--- src/sbcp_pkg.sv ---
`timescale 1ns / 1ps
// ----------------------------------------------------------------------------
// sbcp_pkg
// Shared types, constants and register map of the side band color profile.
// ----------------------------------------------------------------------------
package sbcp_pkg;

   // default parameter values
   localparam int MAX_LATERAL_DEFAULT = 64;
   localparam int MAX_COLUMNS_DEFAULT = 4096;
   localparam int COUNT_BITS_DEFAULT  = 20;

   // fixed field widths
   localparam int CHANNELS  = 3;
   localparam int SIDES_CH  = 2 * CHANNELS;
   localparam int CHAN_W    = 3;
   localparam int PIXEL_W   = 8;
   localparam int COLUMN_W  = 12;
   localparam int OFFSET_W  = 7;
   localparam int LATERAL_W = 7;
   localparam int WIDTH_W   = 13;
   localparam int DIFF_W    = 11;
   localparam int SCORE_W   = 16;
   localparam int QUOT_W    = 8;

   // stream packing
   localparam int REQ_DATA_W = 48;
   localparam int RSP_DATA_W = 80;
   localparam int RSP_USER_W = 2;

   // config port
   localparam int CSR_ADDR_W = 5;
   localparam int CSR_DATA_W = 32;
   localparam int CSR_IDX_W  = 3;

   localparam logic [CSR_IDX_W-1:0] CSR_LATERAL     = 3'd0;
   localparam logic [CSR_IDX_W-1:0] CSR_IMAGE_WIDTH = 3'd1;
   localparam logic [CSR_IDX_W-1:0] CSR_REF_L_RED   = 3'd2;
   localparam logic [CSR_IDX_W-1:0] CSR_REF_L_GREEN = 3'd3;
   localparam logic [CSR_IDX_W-1:0] CSR_REF_L_BLUE  = 3'd4;
   localparam logic [CSR_IDX_W-1:0] CSR_REF_R_RED   = 3'd5;
   localparam logic [CSR_IDX_W-1:0] CSR_REF_R_GREEN = 3'd6;
   localparam logic [CSR_IDX_W-1:0] CSR_REF_R_BLUE  = 3'd7;

   localparam logic [LATERAL_W-1:0] LATERAL_RESET = 7'd8;
   localparam logic [WIDTH_W-1:0]   WIDTH_RESET   = 13'd640;

   // sample queue
   localparam int QUEUE_DEPTH = 4;
   localparam int QUEUE_PTR_W = 2;
   localparam int QUEUE_LVL_W = QUEUE_PTR_W + 1;

   // score: round(1024*(180-d)/45) through a reciprocal multiply
   localparam logic [DIFF_W-1:0] SCORE_RANGE = 11'd180;
   localparam int                SCALE_X_W   = 21;
   localparam int                RECIP_W     = 19;
   localparam int                PROD_W      = SCALE_X_W + RECIP_W;
   localparam int                RECIP_SHIFT = 24;
   localparam logic [RECIP_W-1:0]   RECIP_MULT = 19'd372827;
   localparam logic [SCALE_X_W-1:0] ROUND_BIAS = 21'd22;
   localparam logic [SCALE_X_W-1:0] SCORE_DIV  = 21'd45;

   typedef logic [PIXEL_W-1:0] pixel_type;

   // classified sample travelling from the front to the back
   typedef struct packed {
      logic      keep_left;
      logic      keep_right;
      logic      last;
      pixel_type red;
      pixel_type green;
      pixel_type blue;
   } sample_type;

   typedef struct packed {
      pixel_type left_red;
      pixel_type left_green;
      pixel_type left_blue;
      pixel_type right_red;
      pixel_type right_green;
      pixel_type right_blue;
   } ref_profile_type;

   typedef struct packed {
      pixel_type                 left_red;
      pixel_type                 left_green;
      pixel_type                 left_blue;
      pixel_type                 right_red;
      pixel_type                 right_green;
      pixel_type                 right_blue;
      logic                      left_empty;
      logic                      right_empty;
      logic [DIFF_W-1:0]         difference_sum;
      logic signed [SCORE_W-1:0] similarity_score;
   } result_type;

   typedef struct packed {
      logic busy;
      logic pop;
      logic finishing;
   } back_status_type;

   typedef enum logic [2:0] {
      ST_ACCUM,
      ST_DIV_START,
      ST_DIV_WAIT,
      ST_DIFF,
      ST_SCALE,
      ST_ROUND
   } back_state_type;

endpackage

--- src/side_band_color_profile.sv ---
`timescale 1ns / 1ps
// ----------------------------------------------------------------------------
// side_band_color_profile
// Mean color of the bands left and right of a line, scored against a profile.
// ----------------------------------------------------------------------------
// Usage:
//   req_* carries one pixel sample per transfer; req_tlast closes a line.
//   Samples are classified on entry and queued (four entries) ahead of the
//   accumulators, which take one sample per cycle while not dividing or scoring.
//   rsp_* carries one result per line, produced only for the req_tlast sample.
//   After the last sample leaves the queue, the six channel means go through
//   one shared divider (eight quotient bits), then the difference, scale and
//   round steps build the score; the round step loads the output register and
//   raises rsp_tvalid, waiting while an earlier result is still held. Samples
//   of the next line queue up meanwhile, up to four.
//   The result sits in an output register; while rsp_tready is low the block
//   keeps accumulating the next line and only the next result waits.
//   csr_* is the register port; write registers only while the block is idle.
//   Reset clears the sums, counts, queue and output, and loads the register
//   defaults (half width 8, image width 640, reference colors 0).
// ----------------------------------------------------------------------------
module side_band_color_profile #(
   parameter int MAX_LATERAL = sbcp_pkg::MAX_LATERAL_DEFAULT,
   parameter int MAX_COLUMNS = sbcp_pkg::MAX_COLUMNS_DEFAULT,
   parameter int COUNT_BITS  = sbcp_pkg::COUNT_BITS_DEFAULT
) (
   input  logic                                clock,
   input  logic                                reset,
   // point_column, lateral_offset, pixel_red, pixel_green, pixel_blue, zero pad
   input  logic [sbcp_pkg::REQ_DATA_W-1:0]     req_tdata,
   input  logic                                req_tlast,
   input  logic                                req_tvalid,
   output logic                                req_tready,
   // left_red, left_green, left_blue, right_red, right_green, right_blue,
   // difference_sum, similarity_score, zero pad
   output logic [sbcp_pkg::RSP_DATA_W-1:0]     rsp_tdata,
   // left_empty, right_empty
   output logic [sbcp_pkg::RSP_USER_W-1:0]     rsp_tuser,
   output logic                                rsp_tvalid,
   input  logic                                rsp_tready,
   input  logic                                csr_psel,
   input  logic                                csr_penable,
   input  logic                                csr_pwrite,
   input  logic [sbcp_pkg::CSR_ADDR_W-1:0]     csr_paddr,
   input  logic [sbcp_pkg::CSR_DATA_W-1:0]     csr_pwdata,
   output logic [sbcp_pkg::CSR_DATA_W-1:0]     csr_prdata,
   output logic                                csr_pready
);

   logic [sbcp_pkg::LATERAL_W-1:0]     lateral_ff;
   logic [sbcp_pkg::WIDTH_W-1:0]       width_ff;
   sbcp_pkg::ref_profile_type          ref_ff;
   logic                               csr_write;
   logic [sbcp_pkg::CSR_IDX_W-1:0]     csr_index;

   sbcp_pkg::sample_type               front_sample;
   sbcp_pkg::sample_type               q_data;
   logic                               q_full;
   logic                               q_valid;
   logic [sbcp_pkg::QUEUE_LVL_W-1:0]   q_level;
   logic                               push;
   sbcp_pkg::back_status_type          back_status;
   sbcp_pkg::result_type               result;

   // register port
   assign csr_pready = 1'b1;
   assign csr_write  = csr_psel && csr_penable && csr_pwrite;
   assign csr_index  = csr_paddr[sbcp_pkg::CSR_ADDR_W-1:2];

   always_ff @(posedge clock) begin
      if (reset) begin
         lateral_ff <= sbcp_pkg::LATERAL_RESET;
         width_ff   <= sbcp_pkg::WIDTH_RESET;
         ref_ff     <= '0;
      end else if (csr_write) begin
         case (csr_index)
            sbcp_pkg::CSR_LATERAL:     lateral_ff <= csr_pwdata[sbcp_pkg::LATERAL_W-1:0];
            sbcp_pkg::CSR_IMAGE_WIDTH: width_ff   <= csr_pwdata[sbcp_pkg::WIDTH_W-1:0];
            sbcp_pkg::CSR_REF_L_RED:   ref_ff.left_red    <= csr_pwdata[7:0];
            sbcp_pkg::CSR_REF_L_GREEN: ref_ff.left_green  <= csr_pwdata[7:0];
            sbcp_pkg::CSR_REF_L_BLUE:  ref_ff.left_blue   <= csr_pwdata[7:0];
            sbcp_pkg::CSR_REF_R_RED:   ref_ff.right_red   <= csr_pwdata[7:0];
            sbcp_pkg::CSR_REF_R_GREEN: ref_ff.right_green <= csr_pwdata[7:0];
            sbcp_pkg::CSR_REF_R_BLUE:  ref_ff.right_blue  <= csr_pwdata[7:0];
            default: begin
            end
         endcase
      end
   end

   // register readback
   always_comb begin
      case (csr_index)
         sbcp_pkg::CSR_LATERAL:     csr_prdata = 32'(lateral_ff);
         sbcp_pkg::CSR_IMAGE_WIDTH: csr_prdata = 32'(width_ff);
         sbcp_pkg::CSR_REF_L_RED:   csr_prdata = 32'(ref_ff.left_red);
         sbcp_pkg::CSR_REF_L_GREEN: csr_prdata = 32'(ref_ff.left_green);
         sbcp_pkg::CSR_REF_L_BLUE:  csr_prdata = 32'(ref_ff.left_blue);
         sbcp_pkg::CSR_REF_R_RED:   csr_prdata = 32'(ref_ff.right_red);
         sbcp_pkg::CSR_REF_R_GREEN: csr_prdata = 32'(ref_ff.right_green);
         sbcp_pkg::CSR_REF_R_BLUE:  csr_prdata = 32'(ref_ff.right_blue);
         default:                   csr_prdata = '0;
      endcase
   end

   // classify incoming samples
   sbcp_front #(
      .MAX_LATERAL (MAX_LATERAL),
      .MAX_COLUMNS (MAX_COLUMNS)
   ) u_front (
      .point_column       (req_tdata[11:0]),
      .lateral_offset     ($signed(req_tdata[18:12])),
      .pixel_red          (req_tdata[26:19]),
      .pixel_green        (req_tdata[34:27]),
      .pixel_blue         (req_tdata[42:35]),
      .last_sample        (req_tlast),
      .lateral_half_width (lateral_ff),
      .image_width        (width_ff),
      .sample             (front_sample)
   );

   assign req_tready = !q_full;
   assign push       = req_tvalid && req_tready;

   sbcp_queue u_queue (
      .clock     (clock),
      .reset     (reset),
      .push      (push),
      .push_data (front_sample),
      .full      (q_full),
      .pop       (back_status.pop),
      .valid     (q_valid),
      .pop_data  (q_data),
      .level     (q_level)
   );

   // accumulate and build the result
   sbcp_back #(
      .COUNT_BITS (COUNT_BITS)
   ) u_back (
      .clock       (clock),
      .reset       (reset),
      .q_valid     (q_valid),
      .q_data      (q_data),
      .ref_profile (ref_ff),
      .status      (back_status),
      .rsp_valid   (rsp_tvalid),
      .rsp_ready   (rsp_tready),
      .rsp_data    (result)
   );

   // result packing
   assign rsp_tdata = {5'b0,
                       result.similarity_score,
                       result.difference_sum,
                       result.right_blue,
                       result.right_green,
                       result.right_red,
                       result.left_blue,
                       result.left_green,
                       result.left_red};
   assign rsp_tuser = {result.right_empty, result.left_empty};

`ifndef SYNTH
   // queue never holds more than its depth
   assert property (@(posedge clock) disable iff (reset)
      q_level <= sbcp_pkg::QUEUE_LVL_W'(sbcp_pkg::QUEUE_DEPTH))
      else $error("sample queue level above depth");

   // a lone transfer into the queue raises its level by one
   assert property (@(posedge clock) disable iff (reset)
      (push && !back_status.pop) |=> (q_level == $past(q_level) + 1'b1))
      else $error("sample queue level did not follow a push");

   // a result appears only out of the rounding step
   assert property (@(posedge clock) disable iff (reset)
      $rose(rsp_tvalid) |-> $past(back_status.finishing))
      else $error("result raised outside the rounding step");

   // the queue is not drained while the back end is dividing or scoring
   assert property (@(posedge clock) disable iff (reset)
      back_status.busy |-> !back_status.pop)
      else $error("queue popped while back end busy");
`endif

endmodule

--- src/sbcp_front.sv ---
`timescale 1ns / 1ps
// ----------------------------------------------------------------------------
// sbcp_front
// Classifies an incoming sample as left, right or dropped.
// ----------------------------------------------------------------------------
module sbcp_front #(
   parameter int MAX_LATERAL = sbcp_pkg::MAX_LATERAL_DEFAULT,
   parameter int MAX_COLUMNS = sbcp_pkg::MAX_COLUMNS_DEFAULT
) (
   input  logic [sbcp_pkg::COLUMN_W-1:0]         point_column,
   input  logic signed [sbcp_pkg::OFFSET_W-1:0]  lateral_offset,
   input  sbcp_pkg::pixel_type                   pixel_red,
   input  sbcp_pkg::pixel_type                   pixel_green,
   input  sbcp_pkg::pixel_type                   pixel_blue,
   input  logic                                  last_sample,
   input  logic [sbcp_pkg::LATERAL_W-1:0]        lateral_half_width,
   input  logic [sbcp_pkg::WIDTH_W-1:0]          image_width,
   output sbcp_pkg::sample_type                  sample
);

   logic [sbcp_pkg::LATERAL_W-1:0] lat_eff;
   logic [sbcp_pkg::WIDTH_W-1:0]   width_eff;
   logic signed [8:0]              off_ext;
   logic signed [8:0]              lat_ext;
   logic signed [13:0]             target;
   logic                           in_band;
   logic                           in_image;

   // clamp the registers to the build limits
   assign lat_eff = (32'(lateral_half_width) > 32'(MAX_LATERAL)) ?
                    sbcp_pkg::LATERAL_W'(MAX_LATERAL) : lateral_half_width;
   assign width_eff = (32'(image_width) > 32'(MAX_COLUMNS)) ?
                      sbcp_pkg::WIDTH_W'(MAX_COLUMNS) : image_width;

   // offset inside [-lat, lat)
   assign off_ext = 9'(lateral_offset);
   assign lat_ext = $signed({2'b00, lat_eff});
   assign in_band = (off_ext >= -lat_ext) && (off_ext < lat_ext);

   // sampled column inside the image
   assign target   = $signed({2'b00, point_column}) + 14'(lateral_offset);
   assign in_image = !target[13] && (target[12:0] < width_eff);

   // side selection, offset zero belongs to neither side
   always_comb begin
      sample.keep_left  = in_band && in_image && lateral_offset[sbcp_pkg::OFFSET_W-1];
      sample.keep_right = in_band && in_image && !lateral_offset[sbcp_pkg::OFFSET_W-1]
                          && (lateral_offset != '0);
      sample.last       = last_sample;
      sample.red        = pixel_red;
      sample.green      = pixel_green;
      sample.blue       = pixel_blue;
   end

endmodule

--- src/sbcp_queue.sv ---
`timescale 1ns / 1ps
// ----------------------------------------------------------------------------
// sbcp_queue
// Short sample queue between the classifying front and the accumulating back.
// ----------------------------------------------------------------------------
module sbcp_queue (
   input  logic                                 clock,
   input  logic                                 reset,
   input  logic                                 push,
   input  sbcp_pkg::sample_type                 push_data,
   output logic                                 full,
   input  logic                                 pop,
   output logic                                 valid,
   output sbcp_pkg::sample_type                 pop_data,
   output logic [sbcp_pkg::QUEUE_LVL_W-1:0]     level
);

   sbcp_pkg::sample_type                 entry_ff [sbcp_pkg::QUEUE_DEPTH];
   logic [sbcp_pkg::QUEUE_PTR_W-1:0]     wr_ptr_ff, wr_ptr_in;
   logic [sbcp_pkg::QUEUE_PTR_W-1:0]     rd_ptr_ff, rd_ptr_in;
   logic [sbcp_pkg::QUEUE_LVL_W-1:0]     level_ff, level_in;
   logic                                 do_push, do_pop;

   assign full     = (level_ff == sbcp_pkg::QUEUE_LVL_W'(sbcp_pkg::QUEUE_DEPTH));
   assign valid    = (level_ff != '0);
   assign level    = level_ff;
   assign pop_data = entry_ff[rd_ptr_ff];
   assign do_push  = push && !full;
   assign do_pop   = pop && valid;

   // pointer and level update
   always_comb begin
      wr_ptr_in = do_push ? wr_ptr_ff + 1'b1 : wr_ptr_ff;
      rd_ptr_in = do_pop ? rd_ptr_ff + 1'b1 : rd_ptr_ff;
      level_in  = level_ff;
      if (do_push && !do_pop) begin
         level_in = level_ff + 1'b1;
      end else if (do_pop && !do_push) begin
         level_in = level_ff - 1'b1;
      end
   end

   always_ff @(posedge clock) begin
      if (reset) begin
         wr_ptr_ff <= '0;
         rd_ptr_ff <= '0;
         level_ff  <= '0;
      end else begin
         wr_ptr_ff <= wr_ptr_in;
         rd_ptr_ff <= rd_ptr_in;
         level_ff  <= level_in;
      end
   end

   // entry storage
   always_ff @(posedge clock) begin
      if (do_push) begin
         entry_ff[wr_ptr_ff] <= push_data;
      end
   end

endmodule

--- src/sbcp_div.sv ---
`timescale 1ns / 1ps
// ----------------------------------------------------------------------------
// sbcp_div
// Restoring divider for a channel mean, one quotient bit per cycle.
// ----------------------------------------------------------------------------
module sbcp_div #(
   parameter int COUNT_BITS = sbcp_pkg::COUNT_BITS_DEFAULT
) (
   input  logic                          clock,
   input  logic                          reset,
   input  logic                          start,
   input  logic [COUNT_BITS+7:0]         dividend,
   input  logic [COUNT_BITS-1:0]         divisor,
   output logic                          done,
   output logic [sbcp_pkg::QUOT_W-1:0]   quotient
);

   localparam int SUM_W = COUNT_BITS + 8;

   // a mean never exceeds 255, so eight quotient bits cover it
   logic                        busy_ff, busy_in;
   logic                        done_ff, done_in;
   logic [SUM_W-1:0]            rem_ff, rem_in;
   logic [COUNT_BITS-1:0]       den_ff, den_in;
   logic [2:0]                  bit_ff, bit_in;
   logic [sbcp_pkg::QUOT_W-1:0] quo_ff, quo_in;
   logic [SUM_W-1:0]            trial;

   assign trial    = SUM_W'(den_ff) << bit_ff;
   assign done     = done_ff;
   assign quotient = quo_ff;

   // one trial subtract per cycle
   always_comb begin
      busy_in = busy_ff;
      done_in = 1'b0;
      rem_in  = rem_ff;
      den_in  = den_ff;
      bit_in  = bit_ff;
      quo_in  = quo_ff;
      if (start) begin
         busy_in = 1'b1;
         rem_in  = dividend;
         den_in  = divisor;
         bit_in  = 3'd7;
         quo_in  = '0;
      end else if (busy_ff) begin
         if (rem_ff >= trial) begin
            rem_in = rem_ff - trial;
            quo_in = quo_ff | (sbcp_pkg::QUOT_W'(1) << bit_ff);
         end
         bit_in = bit_ff - 1'b1;
         if (bit_ff == '0) begin
            busy_in = 1'b0;
            done_in = 1'b1;
         end
      end
   end

   always_ff @(posedge clock) begin
      if (reset) begin
         busy_ff <= 1'b0;
         done_ff <= 1'b0;
      end else begin
         busy_ff <= busy_in;
         done_ff <= done_in;
      end
   end

   always_ff @(posedge clock) begin
      rem_ff <= rem_in;
      den_ff <= den_in;
      bit_ff <= bit_in;
      quo_ff <= quo_in;
   end

endmodule

--- src/sbcp_back.sv ---
`timescale 1ns / 1ps
// ----------------------------------------------------------------------------
// sbcp_back
// Accumulates classified samples and, on the last one, builds the result.
// ----------------------------------------------------------------------------
module sbcp_back #(
   parameter int COUNT_BITS = sbcp_pkg::COUNT_BITS_DEFAULT
) (
   input  logic                        clock,
   input  logic                        reset,
   input  logic                        q_valid,
   input  sbcp_pkg::sample_type        q_data,
   input  sbcp_pkg::ref_profile_type   ref_profile,
   output sbcp_pkg::back_status_type   status,
   output logic                        rsp_valid,
   input  logic                        rsp_ready,
   output sbcp_pkg::result_type        rsp_data
);

   localparam int SUM_W = COUNT_BITS + 8;
   localparam logic [sbcp_pkg::CHAN_W-1:0] LAST_CHAN =
      sbcp_pkg::CHAN_W'(sbcp_pkg::SIDES_CH - 1);
   localparam logic [sbcp_pkg::CHAN_W-1:0] RIGHT_FIRST =
      sbcp_pkg::CHAN_W'(sbcp_pkg::CHANNELS);

   sbcp_pkg::back_state_type                state_ff, state_in;
   logic [SUM_W-1:0]                        sum_ff [sbcp_pkg::SIDES_CH];
   logic [SUM_W-1:0]                        sum_in [sbcp_pkg::SIDES_CH];
   logic [COUNT_BITS-1:0]                   lcount_ff, lcount_in;
   logic [COUNT_BITS-1:0]                   rcount_ff, rcount_in;
   logic [sbcp_pkg::CHAN_W-1:0]             chan_ff, chan_in;
   sbcp_pkg::pixel_type                     mean_ff [sbcp_pkg::SIDES_CH];
   sbcp_pkg::pixel_type                     mean_in [sbcp_pkg::SIDES_CH];
   logic                                    lempty_ff, lempty_in;
   logic                                    rempty_ff, rempty_in;
   logic [sbcp_pkg::DIFF_W-1:0]             diff_ff, diff_in;
   logic                                    neg_ff, neg_in;
   logic [sbcp_pkg::SCALE_X_W-1:0]          x_ff, x_in;
   logic [sbcp_pkg::PROD_W-1:0]             prod_ff, prod_in;
   logic                                    rsp_valid_ff, rsp_valid_in;
   sbcp_pkg::result_type                    rsp_ff, rsp_in;

   logic                                    div_start;
   logic                                    div_done;
   logic [sbcp_pkg::QUOT_W-1:0]             div_quot;
   logic [COUNT_BITS-1:0]                   div_den;
   logic [sbcp_pkg::DIFF_W-1:0]             mag;
   logic [sbcp_pkg::SCORE_W-1:0]            q_est;
   logic [sbcp_pkg::SCALE_X_W-1:0]          rem_est;
   logic [sbcp_pkg::SCORE_W-1:0]            q_fix;
   logic                                    pop;

   function automatic logic [sbcp_pkg::DIFF_W-1:0] abs_diff(
      input sbcp_pkg::pixel_type a,
      input sbcp_pkg::pixel_type b
   );
      logic [sbcp_pkg::PIXEL_W-1:0] d;
      d = (a > b) ? a - b : b - a;
      return sbcp_pkg::DIFF_W'(d);
   endfunction

   // shared divider, left channels first then right
   assign div_den = (chan_ff < RIGHT_FIRST) ? lcount_ff : rcount_ff;

   sbcp_div #(
      .COUNT_BITS (COUNT_BITS)
   ) u_div (
      .clock    (clock),
      .reset    (reset),
      .start    (div_start),
      .dividend (sum_ff[chan_ff]),
      .divisor  (div_den),
      .done     (div_done),
      .quotient (div_quot)
   );

   // score rounding correction terms
   assign q_est   = prod_ff[sbcp_pkg::RECIP_SHIFT +: sbcp_pkg::SCORE_W];
   assign rem_est = x_ff - sbcp_pkg::SCALE_X_W'(
                    sbcp_pkg::SCALE_X_W'(q_est) * sbcp_pkg::SCORE_DIV);
   assign q_fix   = (rem_est >= sbcp_pkg::SCORE_DIV) ? q_est + 1'b1 : q_est;
   assign mag     = (diff_ff > sbcp_pkg::SCORE_RANGE) ? diff_ff - sbcp_pkg::SCORE_RANGE
                                                      : sbcp_pkg::SCORE_RANGE - diff_ff;

   assign rsp_valid        = rsp_valid_ff;
   assign rsp_data         = rsp_ff;
   assign status.busy      = (state_ff != sbcp_pkg::ST_ACCUM);
   assign status.pop       = pop;
   assign status.finishing = (state_ff == sbcp_pkg::ST_ROUND);

   // sequencer: accumulate, divide six channels, difference, score
   always_comb begin
      state_in     = state_ff;
      sum_in       = sum_ff;
      lcount_in    = lcount_ff;
      rcount_in    = rcount_ff;
      chan_in      = chan_ff;
      mean_in      = mean_ff;
      lempty_in    = lempty_ff;
      rempty_in    = rempty_ff;
      diff_in      = diff_ff;
      neg_in       = neg_ff;
      x_in         = x_ff;
      prod_in      = prod_ff;
      rsp_valid_in = rsp_valid_ff && !rsp_ready;
      rsp_in       = rsp_ff;
      div_start    = 1'b0;
      pop          = 1'b0;
      case (state_ff)
         sbcp_pkg::ST_ACCUM: begin
            pop = q_valid;
            if (q_valid) begin
               if (q_data.keep_left && (lcount_ff != '1)) begin
                  sum_in[0] = sum_ff[0] + SUM_W'(q_data.red);
                  sum_in[1] = sum_ff[1] + SUM_W'(q_data.green);
                  sum_in[2] = sum_ff[2] + SUM_W'(q_data.blue);
                  lcount_in = lcount_ff + 1'b1;
               end
               if (q_data.keep_right && (rcount_ff != '1)) begin
                  sum_in[3] = sum_ff[3] + SUM_W'(q_data.red);
                  sum_in[4] = sum_ff[4] + SUM_W'(q_data.green);
                  sum_in[5] = sum_ff[5] + SUM_W'(q_data.blue);
                  rcount_in = rcount_ff + 1'b1;
               end
               if (q_data.last) begin
                  chan_in  = '0;
                  state_in = sbcp_pkg::ST_DIV_START;
               end
            end
         end
         sbcp_pkg::ST_DIV_START: begin
            div_start = 1'b1;
            state_in  = sbcp_pkg::ST_DIV_WAIT;
         end
         sbcp_pkg::ST_DIV_WAIT: begin
            if (div_done) begin
               mean_in[chan_ff] = (div_den == '0) ? '0 : div_quot;
               if (chan_ff == LAST_CHAN) begin
                  lempty_in = (lcount_ff == '0);
                  rempty_in = (rcount_ff == '0);
                  for (int i = 0; i < sbcp_pkg::SIDES_CH; i++) begin
                     sum_in[i] = '0;
                  end
                  lcount_in = '0;
                  rcount_in = '0;
                  state_in  = sbcp_pkg::ST_DIFF;
               end else begin
                  chan_in  = chan_ff + 1'b1;
                  state_in = sbcp_pkg::ST_DIV_START;
               end
            end
         end
         sbcp_pkg::ST_DIFF: begin
            diff_in = abs_diff(mean_ff[0], ref_profile.left_red)
                    + abs_diff(mean_ff[1], ref_profile.left_green)
                    + abs_diff(mean_ff[2], ref_profile.left_blue)
                    + abs_diff(mean_ff[3], ref_profile.right_red)
                    + abs_diff(mean_ff[4], ref_profile.right_green)
                    + abs_diff(mean_ff[5], ref_profile.right_blue);
            state_in = sbcp_pkg::ST_SCALE;
         end
         sbcp_pkg::ST_SCALE: begin
            // magnitude of 1024*(180-d) plus the rounding bias, times 2^24/45
            neg_in   = (diff_ff > sbcp_pkg::SCORE_RANGE);
            x_in     = {mag, 10'b0} + sbcp_pkg::ROUND_BIAS;
            prod_in  = sbcp_pkg::PROD_W'(x_in) * sbcp_pkg::PROD_W'(sbcp_pkg::RECIP_MULT);
            state_in = sbcp_pkg::ST_ROUND;
         end
         sbcp_pkg::ST_ROUND: begin
            if (!rsp_valid_ff || rsp_ready) begin
               rsp_valid_in            = 1'b1;
               rsp_in.left_red         = mean_ff[0];
               rsp_in.left_green       = mean_ff[1];
               rsp_in.left_blue        = mean_ff[2];
               rsp_in.right_red        = mean_ff[3];
               rsp_in.right_green      = mean_ff[4];
               rsp_in.right_blue       = mean_ff[5];
               rsp_in.left_empty       = lempty_ff;
               rsp_in.right_empty      = rempty_ff;
               rsp_in.difference_sum   = diff_ff;
               rsp_in.similarity_score = neg_ff ? -$signed(q_fix) : $signed(q_fix);
               state_in                = sbcp_pkg::ST_ACCUM;
            end
         end
         default: begin
            state_in = sbcp_pkg::ST_ACCUM;
         end
      endcase
   end

   // control and accumulator state
   always_ff @(posedge clock) begin
      if (reset) begin
         state_ff     <= sbcp_pkg::ST_ACCUM;
         rsp_valid_ff <= 1'b0;
         lcount_ff    <= '0;
         rcount_ff    <= '0;
         for (int i = 0; i < sbcp_pkg::SIDES_CH; i++) begin
            sum_ff[i] <= '0;
         end
      end else begin
         state_ff     <= state_in;
         rsp_valid_ff <= rsp_valid_in;
         lcount_ff    <= lcount_in;
         rcount_ff    <= rcount_in;
         sum_ff       <= sum_in;
      end
   end

   // result datapath
   always_ff @(posedge clock) begin
      chan_ff   <= chan_in;
      mean_ff   <= mean_in;
      lempty_ff <= lempty_in;
      rempty_ff <= rempty_in;
      diff_ff   <= diff_in;
      neg_ff    <= neg_in;
      x_ff      <= x_in;
      prod_ff   <= prod_in;
      rsp_ff    <= rsp_in;
   end

endmodule
--- config.mk ---
export PLATFORM = sky130hd
export DESIGN_NAME = side_band_color_profile
export DESIGN_NICKNAME = d
export VERILOG_FILES = /design/src/sbcp_pkg.sv /design/src/side_band_color_profile.sv /design/src/sbcp_front.sv /design/src/sbcp_queue.sv /design/src/sbcp_div.sv /design/src/sbcp_back.sv
export SDC_FILE = /design/constraint.sdc
export NUM_CORES = 2
export LEC_CHECK = 0
export BUFFER_PORTS_ARGS = -buffer_cell sky130_fd_sc_hd__buf_2
export CAP_MARGIN = 20
export CORE_MARGIN = 3
export CORE_UTILIZATION = 54
export DETAILED_ROUTE_END_ITERATION = 16
export GPL_ROUTABILITY_DRIVEN = 0
export PLACE_DENSITY = 0.8
export SLEW_MARGIN = 10
export SYNTH_ARGS = -nofsm -noshare
export SYNTH_HDL_FRONTEND = slang
export SYNTH_SLANG_ARGS = --single-unit
--- constraint.sdc ---
create_clock -name clock -period 11.4 [get_ports clock]
set_clock_uncertainty 0.2 [all_clocks]
set_input_delay 1.71 -clock clock [delete_from_list [all_inputs] [get_ports clock]]
set_output_delay 1.71 -clock clock [all_outputs]
set_load 0.03 [all_outputs]
==> metrics <==
gr ovfl total 0; GRT Total Usage approximately 24%; placed cell count approximately 5200; reg-to-reg setup timing slack roughly 2500 ps; Inserted Clock Buffers a little under 70; filler instances roughly 6000; share of cells above drive strength 1 around 11%; Seq/Total Area, Yosys approximately 38%; peak supply drop between 0.1 and 0.15 mV; RSZ-0062 raised after global routing false; Static Leakage between 15 and 20 nW; Rows approximately 100; r2r worst-path depth 36; relative slew slack between 20% and 30%; setup total negative slack 0 ps; CTS tree done; Synth Cell Area roughly 0.042 mm^2; multi-input logic area ~0.024 mm^2; Cells after Synth approximately 4200; CP Class flip-flop to flip-flop; Met3 Wirelength ~6.2 mm; clock buffer depth 3; outcome finished, final reports clean; met2 wire length about 47 mm; number of global-route vias before repair 30919; Max Freq about 110 MHz; cell taking the most area after synthesis edfxtp_1; Die Ht between 200 and 300 um; Layout Cells excl Fill approximately 5400; # DRC 0; Netlist cell types 86; first-pass GRT wire length between 150 and 200 mm; Post-synth EDFFs around 330; initial antenna violation count 3; Pint 5.91 mW; largest cells by area after synthesis edfxtp_1 23%, dfxtp_1 14%, ha_1 12%, fa_1 6.3%, inv_1 3.9%; Worst path max stage delay between 600 and 700 ps; setup bufs post-CTS 0; largest net degree at the start of global routing 95; Pre-antenna DRT Iters 6; asr flop ratio synth 0%; area added between synthesis and finish 9.66%; Critical path origin u_back.diff_ff[0]$_DFFE_PN_; CORE AREA approximately 0.076 mm^2; crit-path max FO 14; number of max-cap violations 0; Tmin final just under 9000 ps; Routed WL slightly below 100 mm; insertion delay to the later sink of the worst-skew pair about 620 ps; htree depth 3; Top Metal Used met5; Post-synth top cells 438 x inv_1, 416 x ha_1, 378 x nor2_1; hold buffer count at cts 0; post-DR wirelength/cell approximately 18 um; worst r2r dst u_back.prod_ff[38]$_DFFE_PP_; Initial Util a little over half; I/O pin cnt 210; Detailed Route Iter0 Violations ~2400; slowest cell on the critical path edfxtp_1; Yosys Warn Count 0; R2R Path Start u_back.diff_ff[0]$_DFFE_PN_; most common cell in the synthesized netlist inv_1; actual slew at the worst max-slew pin 1080 ps; via count about 31000; ANT nets after route 0; chip width between 200 and 300 um; Nets roughly 4900; Synth Flop Type edfxtp_1; Seq pwr share 30.7%; wl on met1 40.7 mm; Reg area 0.0158 mm^2; Post-CTS Resized 0; crit path capture u_back.prod_ff[38]$_DFFE_PP_; die area 0.0812 mm^2; Synth Area per Inst just over 10 um^2; Final period util between 70% and 80%; #FFs+latches synth 627; Via density 5.75; Combinational Power Share 45.3%; clock power share a little under a quarter; dpl hpwl 71.7 mm; WP data required about 12000 ps; Net Sw Frac a little under two fifths; final setup violation count 0; CTS clock-pin slew for the worst setup and hold paths 60 ps; clk root buf clkbuf_16; Hold Fails Final Rpt 0; area share of the largest cell type after synthesis 23.2%; CP arrival 9010 ps; min-delay worst type flip-flop to flip-flop; CP Capture Type flip-flop; IO Port Bufs ~160; CP most frequent cell inv_1; power per cell area 207 mW/mm^2; Sw Pwr ~3.6 mW; CTS Sinks between 600 and 700; CP startpoint kind flip-flop; Pins Over Slew Limit 0
==> worst min path at each step <==
stage / slack, ps / endpoint / cells past startpoint / start
floorplan: 200 / u_back.rsp_data[27]$_DFFE_PP_ / 0 / u_back.rempty_ff$_DFFE_PP_
global placement: 200 / u_back.rsp_data[28]$_DFFE_PP_ / 0 / u_back.lempty_ff$_DFFE_PP_
detailed placement: 210 / u_back.rsp_data[28]$_DFFE_PP_ / 0 / u_back.lempty_ff$_DFFE_PP_
CTS: 220 / u_back.rsp_data[27]$_DFFE_PP_ / 0 / u_back.rempty_ff$_DFFE_PP_
global route: 230 / u_back.rsp_data[27]$_DFFE_PP_ / 0 / u_back.rempty_ff$_DFFE_PP_
finish: 220 / u_back.rsp_data[27]$_DFFE_PP_ / 0 / u_back.rempty_ff$_DFFE_PP_
==> cell type report <==
| cell class | count | area share [%] |
|---|---|---|
| multi-input combinational | 2950 | 52.0 |
| sequential | 627 | 34.3 |
| clock buffer | 97 | 4.21 |
| inverter | 439 | 3.58 |
| tap | 1030 | 2.80 |
| timing repair buffer | 193 | 2.28 |
| clock inverter | 30 | 0.855 |
| antenna | 1 | 0.00543 |
==> worst max-delay path, delay by kind of cell, from the launching register on <==
| kind | cells | cell delay [ps] |
|---|---|---|
| adders and majority gates | 8 | 3230 |
| AOI/OAI and AO/OA | 16 | 3010 |
| buffers and inverters | 7 | 920 |
| DFF | 1 | 670 |
| xor gates and xnor gates | 2 | 290 |
| and+or+nand+nor | 3 | 260 |
==> state kept, by name, indices dropped and copies added (netlist names), 20 cells and up, named ones only <==
signal and count:
ref_ff 48, u_back.lcount_ff 20, u_back.mean_ff 48, u_back.rcount_ff 20, u_back.rsp_data 77, u_back.sum_ff 168
u_back.u_div.den_ff 20, u_back.u_div.rem_ff 28, u_queue.entry_ff 108
==> power by group through the flow <==
stage / clock network (mW) / registers, mW / logic (mW)
floorplan: 0 / 2.90 / 3.34
global placement: 0 / 2.95 / 4.09
detailed placement: 0 / 2.96 / 4.23
CTS: 2.31 / 2.92 / 4.30
global route: 2.41 / 2.95 / 4.85
finish: 2.29 / 2.93 / 4.32
==> through the flow <==
step           worst slack (ps)  utilization, %  total power [mW]  cell area [um^2]  hold WS, ps
6_report                   2510            60.3              9.53             46100          219
5_1_grt                    1960            60.3              10.2             46100          229
4_1_cts                    2080            60.2              9.54             46000          221
3_5_place_dp               2150            57.2              7.19             43700          207
3_3_place_gp               2350            57.2              7.04             43700          202
2_1_floorplan              3490               -              6.23             42100          200
==> logic make-up after synthesis <==
logic type | after synthesis | synth area share (%)
compound gates | 660 | 10.2
xor+xnor | 335 | 7.00
buf+inv | 610 | 5.72
fa+ha+maj | 549 | 18.7
mux | 268 | 8.23
flops | 627 | 37.6
simple gates | 1113 | 12.5
other cells | 2 | 0.0179
==> cell usage in the layout (no fill, tap or decap), drive strengths merged, types with 12 or more instances in the layout <==
cell type and n:
nor2 378, o21a 16, nand4 57, ha 416, clkinv 20, or3 38
buf 192, and3 51, nand3 84, mux2i 137, xnor2 173, nor4 26
conb 25, mux2 77, o21ai 119, dfxtp 302, nor2b 50, fa 133
a211oi 19, edfxtp 325, xor2 162, a21o 54, o31ai 12, nand2 283
mux4 54, a21oi 237, inv 441, nand2b 35, o21bai 49, and2 26
a221oi 53, clkbuf 98, nor3 39, nor3b 16
==> layer usage <==
metal,up-vias,global-route usage [%]
met5,-,0
met4,4,10.1
met3,241,3.76
met2,932,40.7
met1,14962,30.7
li1,14707,-
Power figures use the tool's default switching activity.
